==> config.mk <==
export PLATFORM = sky130hd
export DESIGN_NAME = cbo_queue
export DESIGN_NICKNAME = d
export VERILOG_FILES = /design/src/design/cbo_pkg.sv /design/src/design/cbo_queue.sv
export SDC_FILE = /design/constraint.sdc
export NUM_CORES = 1
export LEC_CHECK = 0
export BUFFER_PORTS_ARGS = -buffer_cell sky130_fd_sc_hd__buf_2
export CELL_PAD_IN_SITES_DETAIL_PLACEMENT = 2
export CELL_PAD_IN_SITES_GLOBAL_PLACEMENT = 2
export CORE_MARGIN = 8
export CORE_UTILIZATION = 40
export CTS_BUF_LIST = sky130_fd_sc_hd__clkbuf_4 sky130_fd_sc_hd__clkbuf_8
export DETAILED_ROUTE_END_ITERATION = 8
export PLACE_DENSITY_LB_ADDON = 0.3
export SYNTH_ARGS = -nofsm -noshare
export SYNTH_HDL_FRONTEND = slang
export SYNTH_SLANG_ARGS = --single-unit
==> constraint.sdc <==
create_clock -name clock -period 3.7 [get_ports clock]
set_input_delay 0.185 -clock clock [delete_from_list [all_inputs] [get_ports clock]]
set_output_delay 0.185 -clock clock [all_outputs]
set_load 0.02 [all_outputs]
==> src/design/cbo_pkg.sv <==
// cbo_pkg: shared types and constants of the camera basis block.
// No dependencies; imported by every module of the block.
package cbo_pkg;

   localparam int COMP_W      = 32;
   localparam int VEC_ID_W    = 3;
   localparam int DIM_W       = 14;
   localparam int CSR_INDEX_W = 2;
   localparam int MAG_W       = 64;

   // register indexes
   localparam logic [CSR_INDEX_W-1:0] CSR_WINDOW_WIDTH  = 2'd0;
   localparam logic [CSR_INDEX_W-1:0] CSR_WINDOW_HEIGHT = 2'd1;

   localparam logic [DIM_W-1:0] WINDOW_WIDTH_RESET  = 14'd1024;
   localparam logic [DIM_W-1:0] WINDOW_HEIGHT_RESET = 14'd768;

   // vector codes, in emission order
   localparam logic [VEC_ID_W-1:0] VEC_NEAR  = 3'd0;
   localparam logic [VEC_ID_W-1:0] VEC_RIGHT = 3'd1;
   localparam logic [VEC_ID_W-1:0] VEC_LEFT  = 3'd2;
   localparam logic [VEC_ID_W-1:0] VEC_UP    = 3'd3;
   localparam logic [VEC_ID_W-1:0] VEC_BACK  = 3'd4;

   typedef struct packed {
      logic signed [COMP_W-1:0] offset_x;
      logic signed [COMP_W-1:0] offset_y;
      logic signed [COMP_W-1:0] offset_z;
   } req_type;

   typedef struct packed {
      logic [VEC_ID_W-1:0]      vector_id;
      logic signed [COMP_W-1:0] comp_x;
      logic signed [COMP_W-1:0] comp_y;
      logic signed [COMP_W-1:0] comp_z;
      logic                     degenerate;
      logic                     last;
   } rsp_type;

   // classified item handed from front to back
   typedef struct packed {
      req_type offset;
      logic    degenerate;
   } job_type;

   // request to the normalization unit: magnitudes and signs of three components
   typedef struct packed {
      logic [2:0][MAG_W-1:0] mag;
      logic [2:0]            neg;
   } unit_req_type;

   typedef struct packed {
      logic [DIM_W-1:0] width;
      logic [DIM_W-1:0] height;
   } dims_type;

endpackage

==> src/design/cbo_queue.sv <==
// cbo_queue: short FIFO of classified items between front and back.
// Depends on cbo_pkg.
module cbo_queue (
   input  logic              clock,
   input  logic              reset,
   input  logic              push_valid,
   input  cbo_pkg::job_type  push_data,
   output logic              push_ready,
   output logic              pop_valid,
   output cbo_pkg::job_type  pop_data,
   input  logic              pop_ready
);
   import cbo_pkg::*;

   localparam int DEPTH = 2;
   localparam int PTR_W = $clog2(DEPTH);
   localparam int CNT_W = $clog2(DEPTH + 1);

   job_type            mem_ff [DEPTH];
   logic [PTR_W-1:0]   wr_ptr_ff, wr_ptr_in, rd_ptr_ff, rd_ptr_in;
   logic [CNT_W-1:0]   count_ff, count_in;
   logic               do_push, do_pop;

   assign push_ready = (count_ff != CNT_W'(DEPTH));
   assign pop_valid  = (count_ff != '0);
   assign pop_data   = mem_ff[rd_ptr_ff];
   assign do_push    = push_valid && push_ready;
   assign do_pop     = pop_valid && pop_ready;

   always_comb begin
      wr_ptr_in = do_push ? PTR_W'(wr_ptr_ff + 1'b1) : wr_ptr_ff;
      rd_ptr_in = do_pop  ? PTR_W'(rd_ptr_ff + 1'b1) : rd_ptr_ff;
      count_in  = count_ff;
      if (do_push && !do_pop) begin
         count_in = CNT_W'(count_ff + 1'b1);
      end else if (do_pop && !do_push) begin
         count_in = CNT_W'(count_ff - 1'b1);
      end
   end

   always_ff @(posedge clock) begin
      if (reset) begin
         wr_ptr_ff <= '0;
         rd_ptr_ff <= '0;
         count_ff  <= '0;
      end else begin
         wr_ptr_ff <= wr_ptr_in;
         rd_ptr_ff <= rd_ptr_in;
         count_ff  <= count_in;
      end
   end

   always_ff @(posedge clock) begin
      if (do_push) begin
         mem_ff[wr_ptr_ff] <= push_data;
      end
   end

endmodule

* Yosys cells after proc, flatten, opt, wreduce, memory -nomap -nowiden
Memory sizes are Yosys's and may differ from the RTL's. A register that Yosys moved wholly into a read port is not among the register bits.
Cells that the tools add are included.
W data, S select, Z words.
** Word-level totals
- Memories kept :: 1
- Flip-flop bits (word level) :: 4
- Memory bits (writable) :: 194
- Latch bits :: 0
- Input port bits :: 101
- ROM bits :: 0
- Logic and storage cells :: 23
** Cells by class
- Shifts and indexed selects :: 0
- $add $sub $neg :: 4
- Equal/unequal tests :: 1
- Reductions and logical operators :: 8
- Multiply operators :: 0
- Bitwise operators :: 0
- Order comparisons :: 0
- Muxes and demuxes :: 6
- Div/mod/pow operators :: 0
** Memories
- mem_ff :: depth 2, width 97, read ports 1, clocked after memory_dff 1, wr ports 1, line cbo_queue.sv:19 : job_type mem_ff [DEPTH];
** Operators with widths (number)
- $logic_and A1 B1 Y1 :: 4
- $mux W1 :: 4
- $mux W2 :: 2
- $reduce_bool A2 Y1 :: 2
- $add A1 B1 Y1 const B :: 2
- $add A2 B1 Y2 const B :: 1
- $logic_not A1 Y1 :: 2
- $ne A2 B2 Y1 const B :: 1
- $sub A2 B1 Y2 const B :: 1

* Depth between registers and ports, before layout
- Depth after elaboration :: 6
- Depth in mapped cells :: 6
- Depth with buffers taken out :: 6

* Least setup slack after synthesis
OpenSTA, ideal clock, no wires.
- Path type :: reg2reg
- Start point :: register count_ff[0]
- End point :: memory mem_ff[1][0] in the netlist's numbering, enable pin
- Period minus slack after synthesis :: 3491 ps
- Data required time :: 3233 ps
- Path slack :: 209 ps
- Setup time :: 467 ps
- Stages on the path, launching flop included :: 3
- Data arrival time :: 3024 ps
- Path through :: dfxtp_1 nand2b_1 and3_1
** Between the ends
- Longest elaborated chain between the ends :: 4
** Ends and longest elaborated chain
- start, declared :: line cbo_queue.sv:21 : logic [CNT_W-1:0] count_ff, count_in;
- start signal, assigned :: line cbo_queue.sv:49 : count_ff <= count_in;
- $ne A2 B2 Y1 :: line cbo_queue.sv:24 : assign push_ready = (count_ff != CNT_W'(DEPTH));
- net push_ready :: line cbo_queue.sv:8 : output logic push_ready,
- $logic_and A1 B1 Y1 :: line cbo_queue.sv:27 : assign do_push = push_valid && push_ready;
- $mux W1 :: line cbo_queue.sv:54 : if (do_push) begin
- $mux W1 (not written as such) :: line cbo_queue.sv:55 : mem_ff[wr_ptr_ff] <= push_data;
- end, declared :: line cbo_queue.sv:19
The timed path passes the listed nets, and every way through them passes these cells.

==> summary.txt <==
outcome -> finished clean
actual slew at the worst max-slew pin -> 0.811 ns
Adder-Cell Fraction of Synth Area -> 0.170%
die footprint -> 0.0229 mm²
clk slew on worst S/H paths -> 0.10 ns
Clock Path Buffers -> 2
Hold Crit Class -> in2reg
GRT overflow -> 0
hold path start -> push_valid
crit path max fanout -> 50
Simple-Gate Fraction of Synth Area -> 0.682%
Final Max Slew Viols -> 0
CP Cell Sequence -> buf_12 > mux2_2 > buf_2
share of cells above drive strength 1 -> 51.5%
pin count of the biggest net entering global routing -> 56
Post-DRT Antenna Nets -> 0
Initial Util -> 40.9%
combinational family with the most area after synthesis -> multiplexers
post-DP HPWL -> 13000 µm
Area growth, synth to finish -> 35.9%
Power Total -> 0.00623 W
Mapped Area -> 0.00734 mm²
Reg area -> 0.00593 mm²
CTS HTree Levels -> 4
Buf/Inv on CP -> 2
Sink Count -> 199
family with the most delay on the worst path -> flip-flops
max_slew headroom -> 45.9%
routed vias -> 4147
Skew-Pair Late Insertion Delay -> 0.45 ns
Worst Path Required -> 3.51 ns
setup bufs post-CTS -> 0
period utilization -> 65.9%
total CTS buffers -> 17
Ports -> 200
Seq cells post-synth -> 199
initial antenna violation count -> 1
RSZ-0062 raised after global routing -> no
die height -> 151 µm
Syn. warnings -> 0
Worst Slack Setup Final -> 1.26 ns
crit path launch type -> register
die width -> 151 µm
Syn Nets -> 428
post-synthesis mux area share -> 16.4%
DR pass1 iterations -> 4
sequential share of the synthesized area -> 80.7%
fin crit period -> 2.44 ns
vias in the first global route -> 4957
Synth Area in XOR/XNOR -> 0.358%
TritonCTS clock tree -> built
WP data arrival -> 2.25 ns
Hold Fails Final Rpt -> 0
Syn Inst Count -> 326
commonest cells after routing, fill and taps aside -> buf_2, edfxtp_1, dlygate4sd3_1
Layout Skew -> 0.0150 ns
VDD IR max -> 266 µV
setup TNS -> 0 ns
leak pwr -> 3.77 nW
DRT iter0 DRCs -> 212
Vias/cell -> 4.73
commonest non-fill, non-tap cell in the layout -> buf_2
maxcap violations -> 0
all-layer global routing usage -> 17.6%
area occupied by multi-input gates -> 0.00133 mm²
Peak Freq -> 410 MHz
worst reg2reg startpoint -> count_ff[0]
final setup vio count -> 0
CTS root buffer -> clkbuf_8
Routed WL -> 20000 µm
CP max-delay cell -> dfxtp_4
Avg WL per Cell -> 22.8 µm
Worst Setup End Kind -> output pin
global-route wire length before repair -> 29600 µm
GPL Wtd Cong -> 0.720
crit path kind -> reg2out
mean area per synthesized cell -> 22.5 µm²
DRC viols -> 0
post-synthesis cell type count -> 19
NumNets Final -> 736
core box area -> 0.0180 mm²
max incr delay on CP -> 0.82 ns
PD cells -> 625 mW/mm²
Synth Area in Compound Gates -> 0.409%
fill count -> 1552
post-place setup slack -> 1.58 ns
# rows -> 49
buffers added on ports -> 199
-- final cells by class --
type / instances / share of cell area, %
Multi-Input combinational cell: 115 / 13.3
Inverter: 1 / 0.0627
Clock inverter: 14 / 1.52
Sequential cell: 199 / 59.4
Antenna cell: 1 / 0.0251
Timing Repair Buffer: 300 / 20.4
Clock buffer: 17 / 2.35
Tap cell: 229 / 2.87
-- timing repair --
item,4_1_cts,5_1_grt
hold buffers,98,0
endpoints found under the hold margin,199,0
resized for setup,0,0
-- power breakdown --
group	switching [W]	total, W	internal [W]	leakage, nW
combinational	0.00108	0.00189	0.000807	1.73
sequential	0.000168	0.00298	0.00282	1.85
clock	0.000757	0.00136	0.000602	0.184
total	0.00201	0.00623	0.00423	3.77
-- path summary, 6_finish.rpt --
path | to | slack [ns] | cells after the start
setup reg to reg | mem_ff[0][10] | 1.58 | 4
hold / removal | wr_ptr_ff | 0.07 | 3
setup / recovery | pop_data[96] | 1.26 | 3
hold reg to reg | count_ff[1] | 0.53 | 2
-- Yosys cell counts, drive strengths merged --
library cell,n,area [µm²]
edfxtp,194,5830
mux2,97,1200
buf,11,86.3
dfxtp,5,100
nor2,3,11.3
xor2,3,26.3
a21oi,2,10.0
o21ai,2,10.0
a21bo,1,10.0
and2,1,6.26
and3,1,6.26
ha,1,12.5
inv,1,3.75
nand2b,1,6.26
nand3b,1,7.51
or2,1,6.26
or3,1,6.26
-- worst reg2reg max path: stages, from the launching register on --
cell and delay [ns]:
dfxtp_1 0.43, nand2b_1 0.22, nand3b_1 0.19, inv_4 0.55, buf_12 0.39
-- through the flow --
step                std cells  utilization [%]  area, µm²  hold WS (ns)
floorplan                 326                -       7340         0.254
global placement          746             47.9       8610         0.373
detailed placement        746             47.9       8610         0.379
CTS                       875             55.5       9970        0.0224
global route              876             55.5       9980        0.0424
finish                    876             55.5       9980        0.0662
-- metal layers --
metal	wire (µm)	up-vias	track usage, %
met5	0	-	0
met3	1560	20	5.46
met4	243	0	5.54
met1	7700	2074	19.5
li1	-	1902	-
met2	10500	151	31.6
-- flip-flops by register name, summed over array words and instances (netlist names), named ones only --
| register | cells |
|---|---|
| wr_ptr_ff | 1 |
| mem_ff | 194 |
| rd_ptr_ff | 1 |
| count_ff | 2 |
-- cell families after synthesis --
group	after synthesis
adder cells (fa/ha/maj)	1
XOR/XNOR	3
buffers and inverters	12
flip-flops	199
AO/OA/AOI/OAI	5
multiplexers	97
AND/OR/NAND/NOR	9
No activity file was read; power rests on OpenSTA's default activity.
