### config.mk
export PLATFORM = sky130hd
export DESIGN_NAME = cbo_front
export DESIGN_NICKNAME = d
export VERILOG_FILES = /design/src/design/cbo_pkg.sv /design/src/design/cbo_front.sv
export SDC_FILE = /design/constraint.sdc
export NUM_CORES = 1
export LEC_CHECK = 0
export BUFFER_PORTS_ARGS = -buffer_cell sky130_fd_sc_hd__buf_2
export CAP_MARGIN = 0
export CORE_MARGIN = 2
export CORE_UTILIZATION = 42
export CTS_CLUSTER_SIZE = 24
export DETAILED_ROUTE_END_ITERATION = 10
export PLACE_DENSITY = 0.78
export SYNTH_ARGS = -nofsm -noshare
export SYNTH_HDL_FRONTEND = slang
export SYNTH_SLANG_ARGS = --single-unit
### constraint.sdc
create_clock -name clock -period 7.36 [get_ports clock]
set_input_delay 1.84 -clock clock [delete_from_list [all_inputs] [get_ports clock]]
set_output_delay 1.84 -clock clock [all_outputs]
set_load 0.01 [all_outputs]
### src/design/cbo_pkg.sv
// cbo_pkg: shared types and constants of the camera basis block.
// No dependencies; imported by every module of the block.
package cbo_pkg;

   localparam int COMP_W      = 32;
   localparam int VEC_ID_W    = 3;
   localparam int DIM_W       = 14;
   localparam int CSR_INDEX_W = 2;
   localparam int MAG_W       = 64;

   // register indexes
   localparam logic [CSR_INDEX_W-1:0] CSR_WINDOW_WIDTH  = 2'd0;
   localparam logic [CSR_INDEX_W-1:0] CSR_WINDOW_HEIGHT = 2'd1;

   localparam logic [DIM_W-1:0] WINDOW_WIDTH_RESET  = 14'd1024;
   localparam logic [DIM_W-1:0] WINDOW_HEIGHT_RESET = 14'd768;

   // vector codes, in emission order
   localparam logic [VEC_ID_W-1:0] VEC_NEAR  = 3'd0;
   localparam logic [VEC_ID_W-1:0] VEC_RIGHT = 3'd1;
   localparam logic [VEC_ID_W-1:0] VEC_LEFT  = 3'd2;
   localparam logic [VEC_ID_W-1:0] VEC_UP    = 3'd3;
   localparam logic [VEC_ID_W-1:0] VEC_BACK  = 3'd4;

   typedef struct packed {
      logic signed [COMP_W-1:0] offset_x;
      logic signed [COMP_W-1:0] offset_y;
      logic signed [COMP_W-1:0] offset_z;
   } req_type;

   typedef struct packed {
      logic [VEC_ID_W-1:0]      vector_id;
      logic signed [COMP_W-1:0] comp_x;
      logic signed [COMP_W-1:0] comp_y;
      logic signed [COMP_W-1:0] comp_z;
      logic                     degenerate;
      logic                     last;
   } rsp_type;

   // classified item handed from front to back
   typedef struct packed {
      req_type offset;
      logic    degenerate;
   } job_type;

   // request to the normalization unit: magnitudes and signs of three components
   typedef struct packed {
      logic [2:0][MAG_W-1:0] mag;
      logic [2:0]            neg;
   } unit_req_type;

   typedef struct packed {
      logic [DIM_W-1:0] width;
      logic [DIM_W-1:0] height;
   } dims_type;

endpackage

### src/design/cbo_front.sv
// cbo_front: input register stage; accepts offsets and flags degenerate ones.
// Depends on cbo_pkg.
module cbo_front (
   input  logic              clock,
   input  logic              reset,
   input  logic              req_valid,
   output logic              req_stall,
   input  cbo_pkg::req_type  req_data,
   output logic              push_valid,
   output cbo_pkg::job_type  push_data,
   input  logic              push_ready
);
   import cbo_pkg::*;

   logic    valid_ff, valid_in;
   job_type job_ff, job_in;
   logic    accept;

   assign req_stall  = valid_ff && !push_ready;
   assign accept     = req_valid && !req_stall;
   assign push_valid = valid_ff;
   assign push_data  = job_ff;

   always_comb begin
      valid_in = valid_ff;
      job_in   = job_ff;
      if (accept) begin
         valid_in            = 1'b1;
         job_in.offset       = req_data;
         // on the z axis or at the origin: no basis exists
         job_in.degenerate   = (req_data.offset_x == '0) && (req_data.offset_y == '0);
      end else if (push_ready) begin
         valid_in = 1'b0;
      end
   end

   always_ff @(posedge clock) begin
      if (reset) begin
         valid_ff <= 1'b0;
      end else begin
         valid_ff <= valid_in;
      end
      job_ff <= job_in;
   end

endmodule

==> Word-level counts from Yosys, hierarchy flattened <==
Index checks and enable logic that the tools add are counted.
{ "classes": {"n_mux": 2, "reduce_logical": 8} }
{ "ops": {"columns": ["op", "n"], "rows": [
  ["32-bit zero test", 2],
  ["1-bit logical AND", 3],
  ["1-bit zero test", 2],
  ["1-bit two-way mux", 2],
  ["2-bit nonzero test", 1]
]} }
{ "totals": {"reg_bits": 98, "inputBits": 100, "output_inout_bits": 99, "word_cells": 15} }

==> Depth between registers and ports, before layout <==
Gate-level depths: netlist of run 1.
{ "depth": {"ltp_word": 5, "ltp_mapped": 3} }

==> Least setup slack after synthesis of run 1 <==
Ideal clock, no wire load.
{ "synth_path": {"path_kind": "input -> register", "start": "input port push_ready", "end": "register job_ff, in the netlist push_data[0] (enable)", "t_arrival_ps": 6225, "slack_ps": 570, "path_stages": 2, "n_path_buf": 0, "path_cell_list": "nor2b_1 nor2b_1"} }
{ "synth_between": {"elab_chain_len": 4} }
{ "synth_lines": {"columns": ["item", "line_no", "rtl"], "rows": [
  ["start: declaration", "cbo_front.sv:11", "input logic push_ready"],
  ["1-bit zero test", "cbo_front.sv:19", "assign req_stall = valid_ff && !push_ready;"],
  ["1-bit logical AND", "cbo_front.sv:19", null],
  ["1-bit zero test", "cbo_front.sv:20", "assign accept = req_valid && !req_stall;"],
  ["1-bit logical AND", "cbo_front.sv:20", null],
  ["named net accept", "cbo_front.sv:17", "logic accept;"],
  ["end signal: assignment", "cbo_front.sv:43", "job_ff <= job_in;"],
  ["end: declaration", "cbo_front.sv:16", "job_type job_ff, job_in;"]
]} }
The timed path passes the listed nets, and every way through them passes these cells.
A chain may end at the register's enable or synchronous reset.

==> Final worst setup path of run 1 <==
{ "layout_path": {"start": "input port push_ready", "end": "output port req_stall"} }
{ "layout_between": {"elab_chain_len": 2} }
{ "layout_lines": {"columns": ["item", "line_no", "rtl"], "rows": [
  ["1-bit zero test", "cbo_front.sv:19", null],
  ["1-bit logical AND", "cbo_front.sv:19", null],
  ["end: declaration", "cbo_front.sv:7", "output logic req_stall,"]
]} }
Every way passes these cells.

==> results of run 1 <==
cell usage in the layout, fill, tap and decap left out, drive strengths merged:
master,synthesis,final
nor2b,2,2
dfxtp,1,1
nor4,17,17
clkinv,0,3
nand4,4,4
buf,0,199
clkbuf,0,9
nor2,2,2
edfxtp,97,97
inv,0,4
critical path: cells and delay by family:
kind	cells	cell delay, ns
buffers and inverters	2	0.29
AND/OR/NAND/NOR	1	0.28
metal layers:
| metal | global-route usage [%] | vias up |
|---|---|---|
| met1 | 19.04 | 957 |
| met2 | 31.50 | 121 |
| li1 | - | 942 |
| met5 | 0 | - |
| met3 | 5.365 | 18 |
| met4 | 8.846 | 0 |
logic make-up after synthesis:
logic type / Yosys count
simple gates: 25
flops: 98
through the flow:
stage               cells  utilization (%)  setup slack [ns]  hold WS [ns]  total power (uW)
CTS                   437            61.12             3.112        0.6841              1081
finish                437            61.12             3.112        0.6861              1072
floorplan             123                -            0.5704        0.6671             706.8
global route          437            61.12             3.103        0.7056              1110
global placement      421            58.58             3.154        0.6206             764.4
detailed placement    421            58.58             3.114        0.6689             768.8
final cells by class:
cell class / instances / area [sq um]
Clock buffer: 9 / 123.9
Clock inverter: 7 / 58.81
Fill cell: 570 / 2805
Sequential cell: 98 / 2933
Tap cell: 99 / 123.9
Timing Repair Buffer: 199 / 998.5
Multi-Input combinational cell: 25 / 171.4
flip-flops by register name (all words and copies together) (netlist names):
signal,count
push_data,97
push_valid,1
power by group:
| part | total [uW] | switching, uW | internal (uW) | leakage [uW] |
|---|---|---|---|---|
| Clock | 318 | 189 | 129 | 0.0000942 |
| Combinational | 94.7 | 54.0 | 40.7 | 0.000809 |
| Sequential | 660 | 7.68 | 652 | 0.000947 |
worst min-delay path by stage:
stage / start / cells after the start / endpoint / slack, ns
2_1_floorplan: push_valid / 3 / push_valid / 0.67
3_3_place_gp: push_valid / 3 / push_valid / 0.62
3_5_place_dp: push_valid / 3 / push_valid / 0.67
4_1_cts: push_valid / 3 / push_valid / 0.68
5_1_grt: push_valid / 3 / push_valid / 0.71
6_report: push_valid / 3 / push_valid / 0.69
==> reports/qor.txt, run 1 <==
WL final -> 7012 um
FP Rows -> 31
# DRC -> 0
Synth Net Count -> 223
Worst-Margin Slew -> 1.147 ns
Synth Register Bits -> 98
Sequential fraction of the synthesis area -> 94.71%
Clock tree buffer depth -> 2
TritonCTS clock tree -> built
Count of yosys warnings during synthesis -> 0
Vias in the first global route -> 2124
DR WL/cell -> 16.05 um
Total gr overflow -> 0
Maximum clock rate -> 235.4 MHz
Routed vias -> 2038
GPL Wtd Cong -> 0.8639
DR WL met2 -> 3759 um
RSZ-0062 raised after global routing -> no
Largest family of logic cells by synthesized area -> simple AND/OR/NAND/NOR gates
Post-synthesis cell area -> 3097 sq um
CTS resizes -> 0
Max-Cap Viols -> 0
Clk slew on worst S/H paths -> 0.09 ns
Post-synth top flop -> edfxtp_1
Avg Synthesized Cell Area -> 25.18 sq um
Post-Synth Adder-Cell Area -> 0%
Setup crit start kind -> input pin
Post-synth top area share -> 94.06%
Synth area leader -> edfxtp_1
Reg2Reg Depth -> 3
Largest net degree at the start of global routing -> 56
Post-CTS Setup Repair Bufs -> 0
Worst vdd ir -> 0.1198 mV
Dpl hpwl -> 5493 um
CP Cell Sequence -> buf_2 -> nor2b_1 -> buf_2
Ys async rst share -> 0%
Starting DRT DRC Count -> 59
Final TNS setup -> 0 ns
Gate Count Post-Synth -> 123
Worst skew pair latency -> 0.36 ns
Synth Area in Simple Gates -> 5.293%
Critical path class -> in2out
Peak fanout along the critical path -> 3
Routed Antenna Nets -> 0
Die area -> 8076 sq um
Post-synth cell types -> 7
R2r startpoint -> push_valid
Die H -> 89.87 um
Placement Cell Area -> 4227 sq um
Hold Fails Final Rpt -> 0
CP Capture Point -> req_stall
Lkg Pwr -> 0.001850 uW
Critical Path End Type -> primary output
First-pass GRT wire length -> 10690 um
RR Endpoint -> push_data[63]
Num CTS Buffers -> 9
Post-synth EDFFs -> 97
Worst Path Required -> 5.52 ns
Crit path DAT -> 2.41 ns
First-pass detailed-route iteration total -> 4
Ports -> 199
Outcome -> completed
Top cells by area, synth -> edfxtp_1, nor4_1, nand4_1
Port bufs -> 198
Final setup fails -> 0
Die width -> 89.87 um
Worst Setup SP -> push_ready
Starting Density -> 42.92%
Minimum clock period -> 4.248 ns
Antenna cells -> 0
R2R setup slack -> 4.87 ns
Final #Nets -> 433
Pwr/cell area -> 243.1 nW/um^2
Gr usage total -> 17.66%
Initial antenna violation count -> 0
Mux contribution to synthesized area -> 0%
Layout cells sized above 1 -> 64.20%
CTS Sinks -> 98
Clock Skew -> 0.009278 ns
Cell mode on critical path -> buf_2
Xor/xnor share of the synthesized area -> 0%
Slew HR -> 23.34%
Top layer in use -> met4
Post-route design area -> 4409 sq um
Root Driver -> clkbuf_8
Most frequent cell after synthesis -> edfxtp_1
Period utilization -> 57.72%
Final Max Slew Viols -> 0
Vias per cell -> 4.664
H-tree depth -> 3
Hold_buf cts -> 0
CP max stage cell -> nor2b_1
Met1 WL -> 2457 um
Total core area -> 7214 sq um
Syn-to-layout area delta -> 42.38%
DR WL met3 -> 587 um
Compound-Gate Fraction of Synth Area -> 0%
Hold WC Path Type -> reg2reg
Max incr delay on CP -> 0.28 ns
Synth top cells by count -> edfxtp_1, nor4_1, nand4_1
Note: power is estimated with default switching activity, not from simulation.
==> inputs of run 2 (changes only) <==
==> constraint.sdc (replaced) <==
create_clock -name clock -period 4.4 [get_ports clock]
set_input_delay 1.1 -clock clock [delete_from_list [all_inputs] [get_ports clock]]
set_output_delay 1.1 -clock clock [all_outputs]
set_load 0.01 [all_outputs]
==> run 2 against run 1 <==
First-iteration DRC count increased by 32%. Via count about the same. Cell count up 0.23%. Largest cell class unchanged. Highest routed layer unchanged.
==> reports/qor.txt, run 2 (synthesized netlist as in run 1, its figures left out) <==
Outcome -> completed
R2r startpoint -> push_valid
Critical Path End Type -> primary output
Hold Path Stages -> 3
WL final -> 6539 um
Port bufs -> 198
Reg2Reg Depth -> 3
Cell mode on critical path -> buf_2
Total core area -> 7214 sq um
Worst path bufs/invs -> 2
Slew HR -> 58.50%
Die width -> 89.87 um
Hold endpoint -> push_valid
GPL Wtd Cong -> 0.8444
CP Cell Sequence -> buf_2 -> nor2b_1 -> buf_2
Antenna cells -> 0
Period utilization -> 62.38%
Starting Density -> 42.92%
Final Max Slew Viols -> 0
Largest net degree at the start of global routing -> 53
RR Endpoint -> push_data[34]
CTS resizes -> 0
Root Driver -> clkbuf_8
Total gr overflow -> 0
Worst Path Required -> 3.30 ns
HP Start -> push_valid
Max-Cap Viols -> 0
Critical path class -> in2out
Num CTS Buffers -> 9
Clock tree buffer depth -> 2
Worst-Margin Slew -> 0.6225 ns
RSZ-0062 raised after global routing -> no
Post-CTS Setup Repair Bufs -> 0
Ports -> 199
Clk slew on worst S/H paths -> 0.09 ns
Placed instance count -> 422
Routed vias -> 2036
Max reg flops -> 97
Vias in the first global route -> 2050
CTS Sinks -> 98
Crit path DAT -> 1.64 ns
Setup crit start kind -> input pin
Maximum clock rate -> 364.3 MHz
Lkg Pwr -> 0.001858 uW
Final TNS setup -> 0 ns
DR WL/cell -> 14.93 um
First-pass GRT wire length -> 9901 um
Minimum clock period -> 2.745 ns
Clock Skew -> 0.009065 ns
Die H -> 89.87 um
Hold_buf cts -> 0
Starting DRT DRC Count -> 78
Worst vdd ir -> 0.2316 mV
Final setup fails -> 0
Hold Fails Final Rpt -> 0
# DRC -> 0
FP Rows -> 31
Die area -> 8076 sq um
Initial antenna violation count -> 0
Crit-path leading delay family -> buffers and inverters
H-tree depth -> 3
Syn-to-layout area delta -> 42.95%
CP max stage cell -> nor2b_1
Final WS setup -> 1.655 ns
Hold WC Path Type -> reg2reg
Vias per cell -> 4.648
Dpl hpwl -> 5191 um
Final non-filler cell total -> 438
Commonest non-fill, non-tap cell in the layout -> buf_2
Peak fanout along the critical path -> 3
Pwr/cell area -> 410.2 nW/um^2
R2R setup slack -> 2.89 ns
Layout cells sized above 1 -> 64.31%
DP Worst Slack -> 1.656 ns
Final #Nets -> 434
First-pass detailed-route iteration total -> 4
Most frequent cells in the layout -> buf_2, edfxtp_1, nor4_1
TritonCTS clock tree -> built
Max incr delay on CP -> 0.26 ns
Routed Antenna Nets -> 0
Worst skew pair latency -> 0.34 ns
Gr usage total -> 16.16%
-- run 2: cell types whose count changed in the layout (fill, tap and decap cells not counted) --
cell / change
clkinv_2: +2
inv_6: -2
buf_4: +1
bufinv_16: +1
clkinv_4: -1
clkinvlp_4: +1
inv_8: -1
-- run 2: worst reg2reg max path: cells and delay by family, from the launching register on --
family / cells / cell delay [ns]
flops: 1 / 0.32
buf+inv: 1 / 0.51
simple gates: 2 / 0.29
-- run 2: area by class of cell --
class,instances,area [sq um]
Timing Repair Buffer,200,1006
Multi-Input combinational cell,25,171.4
Clock inverter,7,68.82
Fill cell,551,2788
Clock buffer,9,123.9
Sequential cell,98,2933
Tap cell,99,123.9
-- run 2: how the worst max path moves through the flow --
| stage | startpoint | to | slack [ns] | cells past startpoint |
|---|---|---|---|---|
| after floorplan | push_ready | push_data[0] | 0.24 | 2 |
| after global placement | push_ready | req_stall | 1.67 | 3 |
| after detailed placement | push_ready | req_stall | 1.66 | 3 |
| after CTS | push_ready | req_stall | 1.65 | 3 |
| after global routing | push_ready | req_stall | 1.62 | 3 |
| final | push_ready | req_stall | 1.66 | 3 |
-- run 2: metal layers --
metal / part of all wire, % / vias up / track usage [%] / wire (um)
met4: 1.3 / 0 / 5.641 / 88
li1: - / 940 / - / -
met3: 13 / 8 / 7.795 / 826
met2: 50 / 150 / 26.96 / 3284
met5: 0 / - / 0 / 0
met1: 36 / 938 / 18.29 / 2339
-- run 2: report_power, final --
part | internal, uW | leakage [uW] | switching [uW]
logic | 68.9 | 0.000814 | 91.5
registers | 1090 | 0.000947 | 11.2
clock network | 262 | 0.0000970 | 293
total | 1420 | 0.00186 | 395
-- run 2: through the flow --
| stage | hold WS, ns | cell area [sq um] | util (%) | total power (uW) |
|---|---|---|---|---|
| 3_3_place_gp | 0.6324 | 4234 | 58.69 | 1280 |
| 2_1_floorplan | 0.6766 | 3099 | - | 1179 |
| 5_1_grt | 0.7183 | 4427 | 61.36 | 1883 |
| 6_report | 0.6898 | 4427 | 61.36 | 1816 |
| 3_5_place_dp | 0.6697 | 4234 | 58.69 | 1286 |
| 4_1_cts | 0.6878 | 4427 | 61.36 | 1832 |
==> inputs of run 3 (changes only) <==
--- a/config.mk
+++ b/config.mk
@@ -5,13 +5,14 @@
 export SDC_FILE = /design/constraint.sdc
 export NUM_CORES = 1
 export LEC_CHECK = 0
+export ABC_AREA = 1
 export BUFFER_PORTS_ARGS = -buffer_cell sky130_fd_sc_hd__buf_2
 export CAP_MARGIN = 0
 export CORE_MARGIN = 2
-export CORE_UTILIZATION = 42
+export CORE_UTILIZATION = 38
 export CTS_CLUSTER_SIZE = 24
 export DETAILED_ROUTE_END_ITERATION = 10
-export PLACE_DENSITY = 0.78
+export PLACE_DENSITY = 0.73
 export SYNTH_ARGS = -nofsm -noshare
 export SYNTH_HDL_FRONTEND = slang
 export SYNTH_SLANG_ARGS = --single-unit
==> constraint.sdc (replaced) <==
create_clock -name clock -period 2.2 [get_ports clock]
set_input_delay 0.55 -clock clock [delete_from_list [all_inputs] [get_ports clock]]
set_output_delay 0.55 -clock clock [all_outputs]
set_load 0.01 [all_outputs]
==> run 3 against run 2 <==
Cell area increased by 4.5%. Via count grew 8.7%. Critical path type is now reg2out. Global-route usage decreased by 0.82 points. Wire length grew 8.3%. Combinational power grew 110%. Critical endpoint unchanged.
==> reports/qor.txt, run 3 <==
Outcome -> completed
Die H -> 96.69 um
Port bufs -> 198
Worst vdd ir -> 0.3855 mV
Clock Skew -> 0.006597 ns
Die width -> 96.69 um
# DRC -> 0
First-pass GRT wire length -> 11100 um
Critical Path End Type -> primary output
Avg Synthesized Cell Area -> 18.24 sq um
Post-synthesis cell area -> 3264 sq um
Minimum clock period -> 1.521 ns
Peak fanout along the critical path -> 2
Most frequent cell after synthesis -> edfxtp_1
Period utilization -> 69.12%
Worst skew pair latency -> 0.36 ns
WL final -> 7081 um
CTS Sinks -> 98
RSZ-0062 raised after global routing -> no
Gate Count Post-Synth -> 179
Starting DRT DRC Count -> 69
Sw Share -> 23.90%
Post-synth cell types -> 10
Gr usage total -> 15.35%
DR WL/cell -> 14.19 um
Critical path class -> reg2out
GPL Wtd Cong -> 0.7781
Top cells by area, synth -> edfxtp_1, nor2_1, inv_1
Final #Nets -> 489
Ys async rst share -> 0%
Met1 WL -> 2569 um
Hold Fails Final Rpt -> 0
Count of yosys warnings during synthesis -> 0
DR WL met2 -> 3731 um
Clk pwr share -> 29.8%
Commonest non-fill, non-tap cell in the layout -> buf_2
Largest net degree at the start of global routing -> 98
Worst-Margin Slew -> 0.5309 ns
Hold_buf cts -> 0
Post-route design area -> 4627 sq um
Top layer in use -> met4
Most frequent cells in the layout -> buf_2, edfxtp_1, nor2_1
Initial antenna violation count -> 0
DR WL met3 -> 688 um
Slew HR -> 64.61%
Synth Register Bits -> 98
Sw Pwr -> 866.6 uW
Worst Path Required -> 1.65 ns
Placement Cell Area -> 4437 sq um
Total gr overflow -> 0
Sequential fraction of the synthesis area -> 89.84%
H-tree depth -> 3
Vias per cell -> 4.435
Num CTS Buffers -> 9
Ports -> 199
Starting Density -> 39.53%
Total power draw -> 3626 uW
Final TNS setup -> 0 ns
TritonCTS clock tree -> built
Synth area leader -> edfxtp_1
Vias in the first global route -> 2302
Layout cells sized above 1 -> 55.84%
Routed vias -> 2213
Clk slew on worst S/H paths -> 0.09 ns
Pint -> 2760 uW
Post-synth top area share -> 89.23%
Comb power frac -> 9.5%
Syn-to-layout area delta -> 41.74%
Total core area -> 8258 sq um
Lkg Pwr -> 0.002063 uW
Synth Net Count -> 279
First-pass detailed-route iteration total -> 4
FP Rows -> 33
Final setup fails -> 0
Maximum clock rate -> 657.6 MHz
Antenna cells -> 0
Register share of total power -> 60.8%
CTS resizes -> 0
Dpl hpwl -> 5443 um
Min Hold Slack -> 0.3327 ns
Final Max Slew Viols -> 0
Post-CTS Setup Repair Bufs -> 0
Max-Cap Viols -> 0
Post-synth EDFFs -> 97
Clock tree buffer depth -> 2
Post-synth top flop -> edfxtp_1
Root Driver -> clkbuf_8
Crit path DAT -> 0.97 ns
Setup crit start kind -> register
Die area -> 9348 sq um
Synth top cells by count -> edfxtp_1, nor2_1, inv_1, nand2_1
Max reg flops -> 97
Hold WC Path Type -> in2reg
Pwr/cell area -> 783.7 nW/um^2
Routed Antenna Nets -> 0
run 3: cell count changes after synthesis, sizes merged:
| cell | previous run | this run |
|---|---|---|
| inv | 0 | 23 |
| nor2b | 2 | 0 |
| nor2 | 2 | 33 |
| nor4 | 17 | 0 |
| and2 | 0 | 3 |
| a21oi | 0 | 1 |
| nand2 | 0 | 17 |
run 3: cell type report:
class / instances / area, sq um
Fill cell: 705 / 3631
Multi-Input combinational cell: 58 / 260.3
Timing Repair Buffer: 199 / 1011
Tap cell: 105 / 131.4
Sequential cell: 98 / 2933
Clock buffer: 9 / 123.9
Clock inverter: 7 / 66.31
Inverter: 23 / 101.3
run 3: path summary, 6_finish.rpt:
kind,startpoint,end,slack [ns],cells after the start
max,push_valid,req_stall,0.68,3
min,reset,push_valid,0.33,2
max reg2reg,push_valid,push_data[69],0.80,4
min reg2reg,push_valid,push_valid,0.50,2
run 3: logic make-up (layout without fill, tap and decap cells):
logic type,after synthesis,after routing,synth area share [%]
buffers and inverters,23,238,2.645
flip-flops,98,98,89.84
AO/OA/AOI/OAI,1,1,0.1532
AND/OR/NAND/NOR,57,57,7.359
run 3: metrics by stage:
stage / cells / setup WS (ns) / utilization [%]
floorplan: 179 / -0.3191 / -
global placement: 483 / 0.4434 / 53.73
detailed placement: 483 / 0.4134 / 53.73
CTS: 499 / 0.6484 / 56.03
global route: 499 / 0.6140 / 56.03
finish: 499 / 0.6794 / 56.03
run 3: per-layer routing:
layer	vias up	global-route usage, %
li1	1051	-
met1	1024	16.40
met2	128	26.71
met3	10	6.647
met4	0	6.067
met5	-	0
run 3: power groups by stage:
| stage | Sequential (uW) | Combinational (uW) | Clock [uW] |
|---|---|---|---|
| 2_1_floorplan | 2310 | 61.7 | 0 |
| 3_3_place_gp | 2240 | 339 | 0 |
| 3_5_place_dp | 2250 | 349 | 0 |
| 4_1_cts | 2210 | 350 | 1120 |
| 5_1_grt | 2220 | 377 | 1210 |
| 6_report | 2200 | 343 | 1080 |
run 3: critical path, cell delays in order (launching register included):
cell and delay, ns:
dfxtp_1 0.38, nand2_4 0.07, inv_4 0.06, buf_2 0.12
